File: src/design/fvpd_pkg.sv
// Package for the FOC voltage to phase duty block.
// Shared payload types, fixed-point constants and register codes.
// No dependencies.
`default_nettype none

package fvpd_pkg;

   localparam int ANGLE_FRAC_BITS = 16;
   localparam int DUTY_BITS       = 16;

   // quarter-wave sine polynomial coefficients, Q15
   localparam int SIN_A     = 51472;
   localparam int SIN_B     = 21024;
   localparam int SIN_C     = 2320;
   localparam int SIN_ONE   = 32768;
   localparam int SQRT3_Q16 = 113512;

   localparam logic [15:0] BUS_RESET = 16'd3072;

   localparam int CSR_ADDR_W = 3;
   localparam logic CSR_IDX_BUS_VOLTAGE = 1'b0;

   // remainder width of the duty divider (remainder stays below bus << 17)
   localparam int REM_W = 33;
   localparam int NUM_PHASES = 3;

   typedef struct packed {
      logic signed [31:0] elec_angle;
      logic signed [15:0] q_voltage;
   } req_type;

   typedef struct packed {
      logic [15:0] duty_a;
      logic [15:0] duty_b;
      logic [15:0] duty_c;
   } rsp_type;

   typedef struct packed {
      logic [NUM_PHASES-1:0][REM_W-1:0]     rem;
      logic [NUM_PHASES-1:0][DUTY_BITS-1:0] quo;
      logic [NUM_PHASES-1:0]                zero;
      logic [NUM_PHASES-1:0]                full;
   } div_type;

endpackage

`default_nettype wire

File: src/design/fvpd_div_step.sv
// One registered restoring-division step for the three phase duties.
// Depends on fvpd_pkg.
`default_nettype none

module fvpd_div_step
   import fvpd_pkg::*;
(
   input  wire logic          clock,
   input  wire logic          reset,
   input  wire logic          en,
   input  wire logic [32:0]   den,
   input  wire div_type       d_in,
   output      div_type       d_out
);

   div_type step_ff;
   div_type step_in;

   always_comb begin
      logic [REM_W:0] r2;
      logic           ge;
      step_in = d_in;
      for (int p = 0; p < NUM_PHASES; p++) begin
         r2 = {d_in.rem[p], 1'b0};
         ge = (r2 >= {1'b0, den});
         step_in.rem[p] = ge ? REM_W'(r2 - {1'b0, den}) : REM_W'(r2);
         step_in.quo[p] = {d_in.quo[p][DUTY_BITS-2:0], ge};
      end
   end

   always_ff @(posedge clock) begin
      if (reset) begin
         step_ff.zero <= '0;
         step_ff.full <= '0;
      end else if (en) begin
         step_ff.zero <= step_in.zero;
         step_ff.full <= step_in.full;
      end
      if (en) begin
         step_ff.rem <= step_in.rem;
         step_ff.quo <= step_in.quo;
      end
   end

   assign d_out = step_ff;

endmodule

`default_nettype wire

File: config.mk
export PLATFORM = sky130hd
export DESIGN_NAME = fvpd_div_step
export DESIGN_NICKNAME = d
export VERILOG_FILES = /design/src/design/fvpd_pkg.sv /design/src/design/fvpd_div_step.sv
export SDC_FILE = /design/constraint.sdc
export NUM_CORES = 1
export LEC_CHECK = 0
export BUFFER_PORTS_ARGS = -buffer_cell sky130_fd_sc_hd__buf_2
export CORE_MARGIN = 2
export CORE_UTILIZATION = 53
export DETAILED_ROUTE_END_ITERATION = 7
export HOLD_SLACK_MARGIN = 0.15
export PLACE_DENSITY_LB_ADDON = 0.1
export SLEW_MARGIN = 20
export SYNTH_ARGS = -nofsm -noshare
export SYNTH_HDL_FRONTEND = slang
export SYNTH_SLANG_ARGS = --single-unit
File: constraint.sdc
create_clock -name clock -period 4 [get_ports clock]
set_input_delay 0.2 -clock clock [delete_from_list [all_inputs] [get_ports clock]]
set_output_delay 0.2 -clock clock [all_outputs]
set_load 0.1 [all_outputs]
==> metrics.yaml, run 1 <==
wirelength_um: 34700
wl_per_cell_um: 18.7
synth.area.top_cells: "edfxtp_1, ha_1, mux2_2"
period_share: 0.897
synth-xor-area-share: 0.0655
drc: 0
ant_nets: 0
synthArstFlopShare: 0
setup_ws_ns: 0.411
synth_top_area_frac: 0.398
seqCellArea_um2: 4530
synth_compound_area_frac: 0.182
synth_mux_area_frac: 0.0750
synth_commonest_cells: "edfxtp_1, a21oi_1, ha_1"
rsz0062_at_grt: "no"
cts.clk_slew.worst_paths_ns: 0.07
grt_usage: 0.306
area_delta_synth_final_pct: 35.7
swShare: 0.459
p_clk_frac: 0.235
floorplan.initialDensity: 0.545
worstPathArrival_ns: 3.76
r2r-start: "d_out[0]"
final_nets: 1861
crit_path_start: "d_in[135]"
yosys.area_share.adder: 0.117
multi_input_area_um2: 6240
seqPwrFrac: 0.301
rrSetupSlack_ns: 2.83
max_freq_mhz: 279
maxSlewViolCount: 0
power.internal_w: 0.00376
overflow: 0
finalHoldViolCount: 0
fin_crit_ns: 3.59
fin_setup_tns_ns: 0
grt_pass1_vias: 10100
clock_latency_ns: 0.43
clockRootBuffer: "clkbuf_16"
worstHoldPathType: "in2reg"
ir_worst_vdd_mv: 0.306
slew_headroom: 0.351
yosys.area.top_type: "edfxtp_1"
antenna_found_initial: 3
largest_reg_flops: 153
maxCapViolations: 0
endpoint_kind: "flop"
ff2ff_path_depth: 3
ys_seq_area_frac: 0.409
die-area_um2: 22100
place.gp.congestion: 0.884
status: "finished clean"
combPwrFrac: 0.464
holdPathStages: 3
cts_buffers: 17
fp.dieW_um: 149
cp.required_ns: 4.17
dp.cells: 1685
fin_area_um2: 15100
worst_setup_path_start_kind: "input pin"
synth.most_common_cell: "edfxtp_1"
r2r-end: "d_out[0]"
final_cells: 1856
cellLeakagePower_nw: 6.72
p_per_area_nw_per_um2: 462
clock_path_buffers: 2
holdCritStartpoint: "d_in[145]"
synth_edf_count: 147
worst_pin_slew_ns: 0.974
htreeDepth: 4
num_rows: 52
yosysWarnings: 0
grt_max_degree: 103
worst_hold_path.endpoint: "d_out[146]"
drive_above_1_share: 0.287
cts.repair.resized: 0
p_sw_w: 0.00320
dp_slack_ns: 0.414
layout.filler_cells: 1459
via_count: 10300
core-area_um2: 20400
drt_iter0_drc: 625
mappedNetlistArea_um2: 11100
synth_top_family_by_area: "compound AO/OA/AOI/OAI gates"
crit_fanout: 19
via_per_inst: 5.57
yosysUniqueCellTypes: 62
avgSynthCellArea_um2: 10.1
placed_area_um2: 13100
drt_first_pass_iters: 5
synth_seq_cells: 153
hpwl_um: 25500
grt_pass1_wl_um: 52400
path_class: "in2reg"
fin_skew_ns: 0
synth-simple-area-share: 0.121
cts_tree: "done"
io_buffers: 338
synth_cells: 1098
io_pins: 342
cts.sinks: 153
synth_ff_type: "edfxtp_1"
setup_viol: 0
die_y_um: 149
syn-num-nets: 1389
-- cell type report --
cell class / count / area share
Antenna cell: 3 / 0.000499
Inverter: 54 / 0.0135
Tap cell: 270 / 0.0224
Multi-Input combinational cell: 861 / 0.414
Clock buffer: 18 / 0.0285
Clock inverter: 14 / 0.0102
Sequential cell: 153 / 0.301
Timing Repair Buffer: 483 / 0.209
-- power by group through the flow --
stage / Sequential [W] / Combinational (W) / Clock, W
2_1_floorplan: 0.00365 / 0.000977 / 0
3_3_place_gp: 0.00212 / 0.00306 / 0
3_5_place_dp: 0.00212 / 0.00308 / 0
4_1_cts: 0.00209 / 0.00320 / 0.00165
5_1_grt: 0.00211 / 0.00339 / 0.00171
6_report: 0.00209 / 0.00323 / 0.00163
-- routing by layer --
metal | track usage | share of wire
met1 | 0.382 | 0.41
met2 | 0.529 | 0.48
met3 | 0.0610 | 0.083
met4 | 0.110 | 0.027
met5 | 0 | 0
-- worst max path at each step --
| stage | end | slack (ns) | cells after the start |
|---|---|---|---|
| 2_1_floorplan | d_out[100] | 1.06 | 11 |
| 3_3_place_gp | d_out[92] | 0.47 | 12 |
| 3_5_place_dp | d_out[137] | 0.41 | 12 |
| 4_1_cts | d_out[144] | 0.37 | 12 |
| 5_1_grt | d_out[128] | 0.16 | 13 |
| 6_report | d_out[144] | 0.41 | 12 |
-- timing repair --
action,CTS,global route
setup buffers,0,0
hold endpoints to repair,134,0
hold buffers,136,0
-- per-stage QoR --
step                power [W]   util  hold WS (ns)
floorplan             0.00462      -         0.272
global placement      0.00517  0.644         0.376
detailed placement    0.00520  0.644         0.378
CTS                   0.00694  0.739         0.150
global route          0.00721  0.739         0.158
finish                0.00695  0.739         0.156
-- logic make-up after synthesis --
family / after synthesis
AOI/OAI and AO/OA: 317
and+or+nand+nor: 284
DFF: 153
adders and majority gates: 102
buffers and inverters: 84
xor gates and xnor gates: 83
muxes: 75
-- cells in the final DEF, fill, tap and decap left out, types with 6 or more instances in the layout --
master           n
a211oi_1        10
a21o_1          41
a21oi_1        113
a31oi_1         12
and2_1           7
and3_1          10
buf_2          337
buf_4            7
clkbuf_16       17
dfxtp_1          6
dlygate4sd3_1  136
edfxtp_1       147
ha_1            99
inv_1           54
mux2_2          65
mux2i_1         10
nand2_1         71
nand2b_1         7
nand3_1         18
nand4_1         19
nor2_1          92
nor2b_1         18
nor3_1          17
o211ai_1         7
o21a_1          18
o21ai_0         50
o21bai_1        15
or3_1            8
xnor2_1         50
xor2_1          33
-- critical path, cell delays in order --
cell and delay, ns:
dlygate4sd3_1 0.56, buf_2 0.16, ha_1 0.39, nand4_1 0.19, nor4_1 0.50, inv_1 0.08
o211ai_1 0.34, a31oi_1 0.20, and2_1 0.26, o21ai_4 0.48, buf_4 0.31, a21oi_1 0.09
Note: power is estimated with default switching activity, not from simulation.
==> run 2, diff against run 1 <==
--- a/config.mk
+++ b/config.mk
@@ -5,7 +5,7 @@
 export SDC_FILE = /design/constraint.sdc
 export NUM_CORES = 1
 export LEC_CHECK = 0
-export BUFFER_PORTS_ARGS = -buffer_cell sky130_fd_sc_hd__buf_2
+export BUFFER_PORTS_ARGS = -buffer_cell sky130_fd_sc_hd__buf_4
 export CORE_MARGIN = 2
 export CORE_UTILIZATION = 53
 export DETAILED_ROUTE_END_ITERATION = 7
==> run 2 against run 1 <==
  * Clock power about the same
  * Largest power group unchanged
  * Wire length increased by 8.8%
  * Worst setup slack got worse by 0.11 ns
  * Critical endpoint is now d_out[151]
==> metrics.yaml, run 2 (synthesis results as in run 1) <==
status: "finished clean"
placed_area_um2: 13900  # +6.4%
grt_pass1_wl_um: 56700  # +8.2%
fin_crit_ns: 3.70  # +0.111 ns
drc: 0  # unchanged
cp.required_ns: 4.18  # about the same
worstPathCellList: "dlygate4sd3_1 -> buf_4 -> ha_1 -> nand4_1 -> nor4_1 -> inv_1 -> o211ai_1 -> a31oi_1 -> and2_1 -> o21ai_4 -> mux2_2"
maxSlewViolCount: 0  # unchanged
maxCapViolations: 0  # unchanged
dp.cells: 1684  # -0.059%
ant_nets: 0  # unchanged
clock_latency_ns: 0.44  # about the same
area_delta_synth_final_pct: 43.9
final_cells: 1864  # +0.43%
crit_buf_inv: 3  # -1
drive_above_1_share: 0.285  # -0.00207
die-area_um2: 22100  # unchanged
endpoint_kind: "flop"
fin_skew_ns: 0  # unchanged
slew_headroom: 0.400  # +0.0497
core-area_um2: 20400  # unchanged
fin_util: 0.784  # +0.0446
hpwl_um: 26200  # +2.7%
die_y_um: 149  # unchanged
setup_ws_ns: 0.300  # -0.111 ns
final_nets: 1869  # +0.43%
cellLeakagePower_nw: 7.04  # +4.9%
via_count: 10800  # +4.0%
fin_area_um2: 16000  # +6.0%
max_freq_mhz: 270  # -3.0%
cts_tree: "done"
wirelength_um: 37700  # +8.8%
drt-met1-wl_um: 14900  # +5.6%
io_buffers: 338  # unchanged
wl_met2_um: 18500  # +11%
crit_fanout: 18  # -1
wl_met3_um: 3100  # +7.5%
setup_viol: 0  # unchanged
finalHoldViolCount: 0  # unchanged
fp.dieW_um: 149  # unchanged
ir_worst_vdd_mv: 0.339  # +11%
cts_buffers: 17  # unchanged
p_per_area_nw_per_um2: 448  # -3.0%
cp_slowest_stage_delay_ns: 0.58  # +0.02 ns
cts.sinks: 153  # unchanged
grt_usage: 0.332  # +0.0265
floorplan.initialDensity: 0.545  # unchanged
worstHoldPathType: "in2reg"
via_per_inst: 5.77  # +3.5%
dp_slack_ns: 0.431  # +0.0178 ns
cts.clk_slew.worst_paths_ns: 0.06  # about the same
drt_first_pass_iters: 5  # unchanged
path_class: "in2reg"
drt_iter0_drc: 706  # +13%
cts.repair.resized: 0  # unchanged
worst_pin_slew_ns: 0.899  # -0.0746 ns
clock_path_buffers: 2  # unchanged
layout.cells.most_common: "buf_4"
htreeDepth: 4  # unchanged
antenna_found_initial: 3  # unchanged
place.gp.congestion: 0.883  # -0.12%
grt_max_degree: 93  # -9.7%
layout.cells.most_common_list: "buf_4, edfxtp_1, dlygate4sd3_1"
overflow: 0  # unchanged
worst_setup_path_start_kind: "input pin"
num_rows: 52  # unchanged
routed.top_layer: "met4"
wl_per_cell_um: 20.2  # +8.4%
largest_reg_flops: 153  # unchanged
cpMaxStageDelayCell: "dlygate4sd3_1"
grt_pass1_vias: 10600  # +5.3%
io_pins: 342  # unchanged
period_share: 0.925  # +0.0277
cp_top_family: "simple AND/OR/NAND/NOR gates"
layout.filler_cells: 1322  # -9.4%
clockRootBuffer: "clkbuf_16"
worstPathArrival_ns: 3.88  # +0.12 ns
run 2: what timing repair did:
action / in CTS / in global routing
endpoints found under the hold margin: 144 / 0
setup buffers: 0 / 0
hold buffers: 145 / 0
run 2: power breakdown:
part	internal, W	switching (W)
combinational	0.00102	0.00242
clock	0.000867	0.000744
sequential	0.00203	0.0000747
total	0.00392	0.00324
run 2: area by class of cell:
| type | count | area, um^2 | share of cell area |
|---|---|---|---|
| multi-input cells | 861 | 6240 | 0.391 |
| flip-flops and latches | 153 | 4530 | 0.284 |
| repair buffers | 491 | 4080 | 0.255 |
| clock buffers | 20 | 468 | 0.0293 |
| well taps | 270 | 338 | 0.0212 |
| inverters | 54 | 203 | 0.0127 |
| clock inverters | 12 | 97.6 | 0.00611 |
| diodes | 3 | 7.51 | 0.000470 |
run 2: per-stage QoR:
stage          hold slack, ns  total power, W    TNS, ns
2_1_floorplan           0.272         0.00462          0
4_1_cts                 0.177         0.00711          0
6_report                0.186         0.00716          0
5_1_grt                 0.187         0.00740  -0.000103
3_5_place_dp            0.379         0.00538          0
3_3_place_gp            0.378         0.00535          0
run 2: final timing paths:
check	startpoint	endpoint	slack [ns]	depth (start not counted)
max	d_in[134]	d_out[151]	0.30	11
min	den[0]	d_out[54]	0.19	2
max reg2reg	d_out[5]	d_out[5]	2.75	3
min reg2reg	d_out[3]	d_out[3]	0.52	2
run 2: metal layers:
metal  vias to the layer above  track usage
met2                       520        0.578
met5                         -            0
met3                        76       0.0748
met4                         0        0.130
li1                       5073            -
met1                      5081        0.402
run 2: worst reg2reg max path, cell delays in order (launching register included):
cell,delay (ns)
dfxtp_1,0.32
mux2i_1,0.18
nor2_1,0.07
dlygate4sd3_1,0.57
